--- config.mk ---
export PLATFORM = sky130hd
export DESIGN_NAME = abm2d_ctrl
export DESIGN_NICKNAME = d
export VERILOG_FILES = /design/src/hw/rtl/abm2d_pkg.sv /design/src/hw/rtl/abm2d_ctrl.sv
export VERILOG_INCLUDE_DIRS = /design/src /design/src/hw/rtl
export SDC_FILE = /design/constraint.sdc
export NUM_CORES = 1
export LEC_CHECK = 0
export BUFFER_PORTS_ARGS = -buffer_cell sky130_fd_sc_hd__buf_4
export CAP_MARGIN = 5
export CELL_PAD_IN_SITES_DETAIL_PLACEMENT = 1
export CELL_PAD_IN_SITES_GLOBAL_PLACEMENT = 2
export CORE_AREA = 2 2 39 41
export DETAILED_ROUTE_END_ITERATION = 8
export DIE_AREA = 0 0 41 43
export HOLD_SLACK_MARGIN = 0.15
export PLACE_DENSITY = 0.76
export RECOVER_POWER = 100
export SLEW_MARGIN = 20
export SYNTH_ARGS = -nofsm -noshare
export SYNTH_HDL_FRONTEND = slang
export SYNTH_SLANG_ARGS = --single-unit
--- constraint.sdc ---
create_clock -name clock -period 1.8 [get_ports clock]
set_input_delay 0.27 -clock clock [delete_from_list [all_inputs] [get_ports clock]]
set_output_delay 0.27 -clock clock [all_outputs]
set_load 0.005 [all_outputs]
--- src/hw/rtl/abs_box_mean_2d_core_defines.svh ---
// assertion macros for the absolute box mean core
// included by modules that carry assertions; no other dependencies
`ifndef ABS_BOX_MEAN_2D_CORE_DEFINES_SVH
`define ABS_BOX_MEAN_2D_CORE_DEFINES_SVH
`ifndef SYNTHESIS
`define ABM_ASSERT(lbl, clk, rst, prop, msg) \
   lbl: assert property (@(posedge clk) disable iff (rst) prop) else $error(msg);
`define ABM_ASSERT_NEXT(lbl, clk, rst, ante, cons, msg) \
   lbl: assert property (@(posedge clk) disable iff (rst) (ante) |=> (cons)) else $error(msg);
`else
`define ABM_ASSERT(lbl, clk, rst, prop, msg)
`define ABM_ASSERT_NEXT(lbl, clk, rst, ante, cons, msg)
`endif
`endif

--- src/hw/rtl/abm2d_pkg.sv ---
// shared constants and controller/datapath interface types
// no dependencies
package abm2d_pkg;

   localparam int PATCH_W        = 6;
   localparam int DIM_W          = 11;
   localparam int COORD_W        = 10;
   localparam int MEAN_W         = 24;
   localparam int FRAC_W         = 8;
   localparam int SQ_W           = 2 * PATCH_W;
   localparam int MAX_HEIGHT     = 1024;
   localparam int MAX_PATCH_DEF  = 32;
   localparam int MAX_WIDTH_DEF  = 1024;
   localparam int PIXEL_BITS_DEF = 16;
   localparam int CSR_AW         = 4;
   localparam int CSR_DW         = 32;

   localparam logic [1:0] REG_PATCH  = 2'd0;
   localparam logic [1:0] REG_WIDTH  = 2'd1;
   localparam logic [1:0] REG_HEIGHT = 2'd2;

   localparam logic [PATCH_W-1:0] PATCH_RST  = 6'd3;
   localparam logic [DIM_W-1:0]   WIDTH_RST  = 11'd1024;
   localparam logic [DIM_W-1:0]   HEIGHT_RST = 11'd1024;

   typedef struct packed {
      logic accept;
      logic clr;
      logic div_mod;
      logic upd;
      logic win;
      logic div_mean;
      logic out_load;
   } cmd_type;

   typedef struct packed {
      logic patch_ok;
      logic clr_last;
      logic div_done;
      logic emit;
      logic out_free;
   } sts_type;

endpackage

--- src/hw/rtl/abm2d_ctrl.sv ---
// sequencing state machine for the absolute box mean core
// uses abm2d_pkg and abs_box_mean_2d_core_defines.svh
`include "abs_box_mean_2d_core_defines.svh"
module abm2d_ctrl (
   input  logic               clock,
   input  logic               reset,
   input  logic               req_valid,
   output logic               req_stall,
   output abm2d_pkg::cmd_type cmd,
   input  abm2d_pkg::sts_type sts
);

   localparam logic [2:0] ST_CLEAR = 3'd0;
   localparam logic [2:0] ST_IDLE  = 3'd1;
   localparam logic [2:0] ST_MODW  = 3'd2;
   localparam logic [2:0] ST_UPD   = 3'd3;
   localparam logic [2:0] ST_WIN   = 3'd4;
   localparam logic [2:0] ST_MEANW = 3'd5;
   localparam logic [2:0] ST_OUT   = 3'd6;

   logic [2:0] state_ff, state_in;

   always_comb begin
      cmd       = '0;
      state_in  = state_ff;
      req_stall = (state_ff != ST_IDLE);
      unique case (state_ff)
         ST_CLEAR: begin
            cmd.clr = 1'b1;
            if (sts.clr_last) begin
               state_in = ST_IDLE;
            end
         end
         ST_IDLE: begin
            if (req_valid) begin
               cmd.accept = 1'b1;
               if (sts.patch_ok) begin
                  cmd.div_mod = 1'b1;
                  state_in    = ST_MODW;
               end
            end
         end
         ST_MODW: begin
            if (sts.div_done) begin
               state_in = ST_UPD;
            end
         end
         ST_UPD: begin
            cmd.upd  = 1'b1;
            state_in = ST_WIN;
         end
         ST_WIN: begin
            cmd.win = 1'b1;
            if (sts.emit) begin
               cmd.div_mean = 1'b1;
               state_in     = ST_MEANW;
            end else begin
               state_in = ST_IDLE;
            end
         end
         ST_MEANW: begin
            if (sts.div_done) begin
               state_in = ST_OUT;
            end
         end
         ST_OUT: begin
            if (sts.out_free) begin
               cmd.out_load = 1'b1;
               state_in     = ST_IDLE;
            end
         end
         default: begin
            state_in = ST_IDLE;
         end
      endcase
   end

   always_ff @(posedge clock) begin
      if (reset) begin
         state_ff <= ST_CLEAR;
      end else begin
         state_ff <= state_in;
      end
   end

   `ABM_ASSERT(a_done_wait, clock, reset, sts.div_done |-> (state_ff == ST_MODW || state_ff == ST_MEANW), "divider finished outside a wait state")
   `ABM_ASSERT(a_load_free, clock, reset, cmd.out_load |-> sts.out_free, "result loaded over a pending one")

endmodule

==> results.py, run 1 <==
metrics = {
    "status": {
        "run_status": "finished clean",
    },
    "drt": {
        "drt-wirelength-per-cell_um": 10.0,
        "drt-pass1-iter-count": 2,
        "vias_per_cell": 4.66,
        "routed_via_count": 312,
        "ant_nets": 0,
        "wl_um": 672,
        "post-route-drc-count": 0,
        "drt_first_iter_violations": 1,
    },
    "floorplanning": {
        "die_area_mm2": 0.00176,
        "floorplan.die.width_um": 41,
        "io_pins": 16,
        "rows": 14,
        "coreArea_mm2": 0.00138,
        "floorplan.die.height_um": 43,
        "starting_utilization_of_the_core_area_pct": 18.6,
    },
    "sta": {
        "post-route-worst-setup-slack_ns": 0.150,
        "skew_ns": 0.00810,
        "fin_setup_tns_ns": 0,
        "timing_max_transition_violations_final": 0,
        "period_share_pct": 91.7,
        "max_slew_margin_pct": 75.9,
        "setup_violations": 0,
        "rsz0062_at_grt": "false",
        "worstMarginPinSlew_ns": 0.361,
        "achievable-frequency_ghz": 0.606,
        "final_period_minus_worst_setup_slack_ns": 1.65,
        "finalHoldViolations": 0,
    },
    "worst_setup_path": {
        "cp_num_buf_inv": 1,
        "r2r_setup_slack_ns": 0.44,
        "r2r_end": "state_ff[2]",
        "critPathLaunchType": "flip-flop",
        "crit_slowest_cell": "sky130_fd_sc_hd__dfxtp_1",
        "worstSetupPathType": "reg2out",
        "regToRegStartpoint": "state_ff[1]",
        "r2r_cells": 4,
        "worst-endpoint-required_ns": 1.53,
        "critical_path.endpoint_type": "output port",
        "crit_chain": "or3b_1 -> nor2_1 -> clkbuf_4",
        "worst_path_dominant_cell_family": "simple AND/OR/NAND/NOR gates",
        "cp.arrival_ns": 1.38,
        "critical_path.max_stage_delay_ns": 0.47,
        "path_max_fanout": 10,
    },
    "synthesis": {
        "yosys_warnings": 0,
        "synth_cell_type_count": 20,
        "syn_area_per_cell_um2": 7.36,
        "synth.net_count": 43,
        "synth.ff_latch_count": 3,
        "syn_area_um2": 258,
        "sequential_share_of_the_synthesized_area_pct": 23.3,
        "syn_inst": 35,
    },
    "cts": {
        "ctsResizeCount": 0,
        "cts_tree": "done",
        "clk_transition_reported_paths_ns": 0.04,
        "root_buffer_master": "sky130_fd_sc_hd__clkbuf_4",
        "cts.sink_count": 3,
        "cts.repair_timing.setup_buffer_count": 0,
        "ctsHtreeMaxLevel": 1,
        "cts-root-to-sink-buffers": 2,
        "skew_pair_late_insertion_delay_ns": 0.24,
        "cts_hold_buf": 0,
        "cts_buffers": 3,
    },
    "job": {
        "drv_cap": 0,
    },
    "grt": {
        "grt_pass1_wl_um": 1050,
        "vias_in_the_first_global_route": 277,
        "grt_max_degree": 14,
        "antenna_found_initial": 0,
        "aggregate_global_routing_overflow": 0,
        "grt.total_usage_pct": 8.93,
    },
    "place": {
        "place_ws_ns": 0.421,
        "count_of_input_and_output_buffers": 15,
        "place_hpwl_um": 539,
        "globalplace.congestion": 0.697,
    },
    "final_layout": {
        "layout.cells.most_common": "sky130_fd_sc_hd__buf_4",
        "design.final.nets": 60,
        "layout.filler_cells": 187,
        "biggestRegsByFlops": "state_ff: 3 flops",
        "highest_count_cells_in_the_layout_ignoring_fill_and_taps": "sky130_fd_sc_hd__buf_4, sky130_fd_sc_hd__clkbuf_4, sky130_fd_sc_hd__nor2_1, sky130_fd_sc_hd__nand2_1, sky130_fd_sc_hd__dfxtp_1",
        "layout-drive-gt1-share_pct": 37.3,
        "insertedDiodeCount": 0,
        "largest_register_ffs": 3,
        "largest-register": "state_ff",
        "flow.area_growth_from_synthesis_pct": 49.0,
    },
    "power_and_ir_drop": {
        "power_mw": 0.466,
        "cellPowerDensity_mw_per_mm2": 1210,
        "vdd_ir_drop_max_mv": 0.214,
        "p_leak_nw": 0.170,
    },
    "hold_path": {
        "worst_hold_path_type": "in2reg",
        "holdCritStartpoint": "reset",
        "hold_path_end": "state_ff[0]",
        "hold_depth": 2,
    },
}
==> final cells by class <==
| cell class | instances | area (um2) | area share, % |
|---|---|---|---|
| timing repair buffer | 15 | 113 | 29.3 |
| sequential | 3 | 60.1 | 15.6 |
| inverter | 1 | 3.75 | 0.977 |
| tap | 16 | 20.0 | 5.21 |
| clock buffer | 4 | 26.3 | 6.84 |
| multi-input combinational | 28 | 161 | 42.0 |
==> Yosys cell counts <==
master,instances,area share (%)
sky130_fd_sc_hd__a21oi_1,2,3.9
sky130_fd_sc_hd__a22oi_1,1,2.9
sky130_fd_sc_hd__a311oi_1,2,6.8
sky130_fd_sc_hd__a31oi_1,1,2.4
sky130_fd_sc_hd__and2_1,1,2.4
sky130_fd_sc_hd__and2b_4,1,3.9
sky130_fd_sc_hd__and3b_1,1,3.4
sky130_fd_sc_hd__buf_2,1,1.9
sky130_fd_sc_hd__buf_6,2,8.7
sky130_fd_sc_hd__dfxtp_1,3,23
sky130_fd_sc_hd__inv_1,1,1.5
sky130_fd_sc_hd__nand2_1,4,5.8
sky130_fd_sc_hd__nand2b_1,1,2.4
sky130_fd_sc_hd__nand3_1,1,1.9
sky130_fd_sc_hd__nor2_1,6,8.7
sky130_fd_sc_hd__nor3_1,2,3.9
sky130_fd_sc_hd__nor3b_1,2,5.8
sky130_fd_sc_hd__o211ai_2,1,4.9
sky130_fd_sc_hd__o21ai_0,1,1.9
sky130_fd_sc_hd__or3b_1,1,3.4
==> how the worst max path moves through the flow <==
| stage | startpoint | end | slack, ns | depth (start not counted) |
|---|---|---|---|---|
| floorplan | state_ff[1] | cmd[4] | 0.54 | 3 |
| global placement | state_ff[0] | cmd[4] | 0.44 | 3 |
| detailed placement | state_ff[0] | cmd[4] | 0.42 | 3 |
| CTS | state_ff[0] | cmd[4] | 0.15 | 3 |
| global route | state_ff[0] | cmd[6] | 0.05 | 3 |
| finish | state_ff[0] | cmd[4] | 0.15 | 3 |
==> power breakdown <==
part,switching (mW),leakage (nW),internal (mW)
combinational,0.0812,0.130,0.121
sequential,0.0535,0.0248,0.0880
clock,0.0384,0.0150,0.0833
==> kinds of logic (layout without fill, tap and decap cells) <==
| logic type | Yosys count | after routing | synth area share, % |
|---|---|---|---|
| buffers and inverters | 4 | 20 | 12.1 |
| AO/OA/AOI/OAI | 8 | 8 | 22.8 |
| AND/OR/NAND/NOR | 20 | 20 | 41.7 |
| flip-flops | 3 | 3 | 23.3 |
==> stage by stage <==
step	std cells	area, um2	util (%)	hold slack, ns
6_report	67	384	27.8	0.206
5_1_grt	67	384	27.8	0.206
4_1_cts	67	389	28.1	0.202
3_5_place_dp	63	363	26.2	0.461
3_3_place_gp	63	363	26.2	0.459
2_1_floorplan	35	258	-	0.342
==> metal layers <==
metal	up-vias	share of wire (%)	global-route usage, %
met5	-	0	0
li1	154	-	-
met1	144	41	9.94
met2	12	50	13.1
met4	0	3.4	8.00
met3	2	4.9	2.09
Power figures use the tool's default switching activity.
==> inputs of run 2 (changes only) <==
RECOVER_POWER = 25   (was 100)
==> run 2 against run 1 <==
  * Design area unchanged
  * Critical endpoint unchanged
  * Global-route usage unchanged
  * Routed wire length grew 0.30%
  * Register-to-register slack hardly changed
  * Flip-flop and latch count unchanged
  * Fmax is 0.95% higher
  * Sequential share of layout area unchanged
  * First-iteration DRC count is the same
  * Power up 0.47%
  * Clock power barely moved
  * Die area did not move
  * Clock skew is the same
==> results.py, run 2 (same netlist as run 1, synthesis figures left out) <==
metrics = {
    "sta": {
        "final_period_minus_worst_setup_slack_ns": 1.63,
        "finalHoldViolations": 0,
        "worstMarginPinSlew_ns": 0.361,
        "achievable-frequency_ghz": 0.612,
        "max_slew_margin_pct": 75.9,
        "period_share_pct": 90.8,
        "setup_violations": 0,
        "post-route-worst-setup-slack_ns": 0.166,
        "timing_max_transition_violations_final": 0,
        "fin_setup_tns_ns": 0,
        "rsz0062_at_grt": "false",
        "skew_ns": 0.00810,
    },
    "grt": {
        "grt.total_usage_pct": 8.93,
        "antenna_found_initial": 0,
        "grt_max_degree": 14,
        "vias_in_the_first_global_route": 277,
        "grt_pass1_wl_um": 1050,
        "aggregate_global_routing_overflow": 0,
    },
    "worst_setup_path": {
        "r2r_cells": 4,
        "critPathLaunch": "state_ff[0]",
        "worst-endpoint-required_ns": 1.53,
        "crit_chain": "or3b_1 -> nor2_1 -> buf_4",
        "regToRegStartpoint": "state_ff[1]",
        "crit_slowest_cell": "sky130_fd_sc_hd__dfxtp_1",
        "critical_path.endpoint_type": "output port",
        "cp.arrival_ns": 1.36,
        "worstSetupPathType": "reg2out",
        "critical_path.max_stage_delay_ns": 0.47,
        "r2r_setup_slack_ns": 0.44,
        "cp-endpoint": "cmd[4]",
        "critPathLaunchType": "flip-flop",
        "path_max_fanout": 10,
        "r2r_end": "state_ff[2]",
    },
    "drt": {
        "drt-pass1-iter-count": 2,
        "dr_wl_met2_um": 337,
        "drt-wirelength-per-cell_um": 10.1,
        "drt_first_iter_violations": 1,
        "routed_via_count": 312,
        "ant_nets": 0,
        "routed-wl-met3_um": 36,
        "post-route-drc-count": 0,
        "post_route_m1_wl_um": 276,
        "vias_per_cell": 4.66,
        "maxUsedRoutingLayer": "met4",
        "wl_um": 674,
    },
    "hold_path": {
        "worst_hold_path_type": "in2reg",
    },
    "job": {
        "drv_cap": 0,
    },
    "cts": {
        "cts_tree": "done",
        "cts.sink_count": 3,
        "cts.repair_timing.setup_buffer_count": 0,
        "ctsHtreeMaxLevel": 1,
        "cts_hold_buf": 0,
        "clk_transition_reported_paths_ns": 0.04,
        "root_buffer_master": "sky130_fd_sc_hd__clkbuf_4",
        "ctsResizeCount": 0,
        "cts-root-to-sink-buffers": 2,
        "skew_pair_late_insertion_delay_ns": 0.24,
        "cts_buffers": 3,
    },
    "floorplanning": {
        "floorplan.die.height_um": 43,
        "rows": 14,
        "io_pins": 16,
        "coreArea_mm2": 0.00138,
        "starting_utilization_of_the_core_area_pct": 18.6,
        "die_area_mm2": 0.00176,
        "floorplan.die.width_um": 41,
    },
    "final_layout": {
        "flow.area_growth_from_synthesis_pct": 49.0,
        "layout.cells.most_common": "sky130_fd_sc_hd__buf_4",
        "layout-drive-gt1-share_pct": 37.3,
        "largest-register": "state_ff",
        "final_core_util_pct": 27.8,
        "highest_count_cells_in_the_layout_ignoring_fill_and_taps": "sky130_fd_sc_hd__buf_4, sky130_fd_sc_hd__nor2_1, sky130_fd_sc_hd__nand2_1, sky130_fd_sc_hd__clkbuf_4, sky130_fd_sc_hd__dfxtp_1",
        "insertedDiodeCount": 0,
        "design.final.nets": 60,
        "largest_register_ffs": 3,
        "biggestRegsByFlops": "state_ff: 3 flops",
    },
    "status": {
        "run_status": "finished clean",
    },
    "power_and_ir_drop": {
        "vdd_ir_drop_max_mv": 0.215,
        "cellPowerDensity_mw_per_mm2": 1220,
        "power_mw": 0.468,
        "p_leak_nw": 0.173,
    },
    "place": {
        "globalplace.congestion": 0.697,
        "place_hpwl_um": 539,
        "count_of_input_and_output_buffers": 15,
        "place_ws_ns": 0.421,
    },
}
run 2: area by class of cell:
type                            count  area [um2]
Fill cell                         187        1000
Tap cell                           16        20.0
Sequential cell                     3        60.1
Timing Repair Buffer               15         113
Multi-Input combinational cell     28         161
Clock buffer                        4        26.3
Inverter                            1        3.75
run 2: report_power, final:
group	leakage, nW	internal, mW	total [mW]	switching, mW
combinational	0.133	0.123	0.205	0.0816
clock	0.0150	0.0833	0.122	0.0384
sequential	0.0248	0.0880	0.142	0.0535
run 2: how the worst min path moves through the flow:
| stage | startpoint | to | slack [ns] | depth (start not counted) |
|---|---|---|---|---|
| 5_1_grt | reset | state_ff[2] | 0.21 | 2 |
| 6_report | reset | state_ff[0] | 0.21 | 2 |
| 3_5_place_dp | reset | state_ff[1] | 0.46 | 2 |
| 4_1_cts | reset | state_ff[0] | 0.20 | 2 |
| 2_1_floorplan | reset | state_ff[0] | 0.34 | 1 |
| 3_3_place_gp | reset | state_ff[1] | 0.46 | 2 |
run 2: through the flow:
step / hold slack (ns) / instance area, um2 / cells
5_1_grt: 0.206 / 384 / 67
3_5_place_dp: 0.461 / 363 / 63
2_1_floorplan: 0.342 / 258 / 35
4_1_cts: 0.202 / 389 / 67
6_report: 0.206 / 384 / 67
3_3_place_gp: 0.459 / 363 / 63
run 2: metal layers:
metal  up-vias  track usage (%)
li1        154                -
met1       144             9.94
met5         -                0
met3         2             2.09
met2        12             13.1
met4         0             8.00
run 2: worst max-delay path: cells and delay by family, from the launching register on:
kind                   cells  cell delay [ns]
flip-flops                 1             0.47
AND/OR/NAND/NOR            2             0.54
buffers and inverters      1             0.11
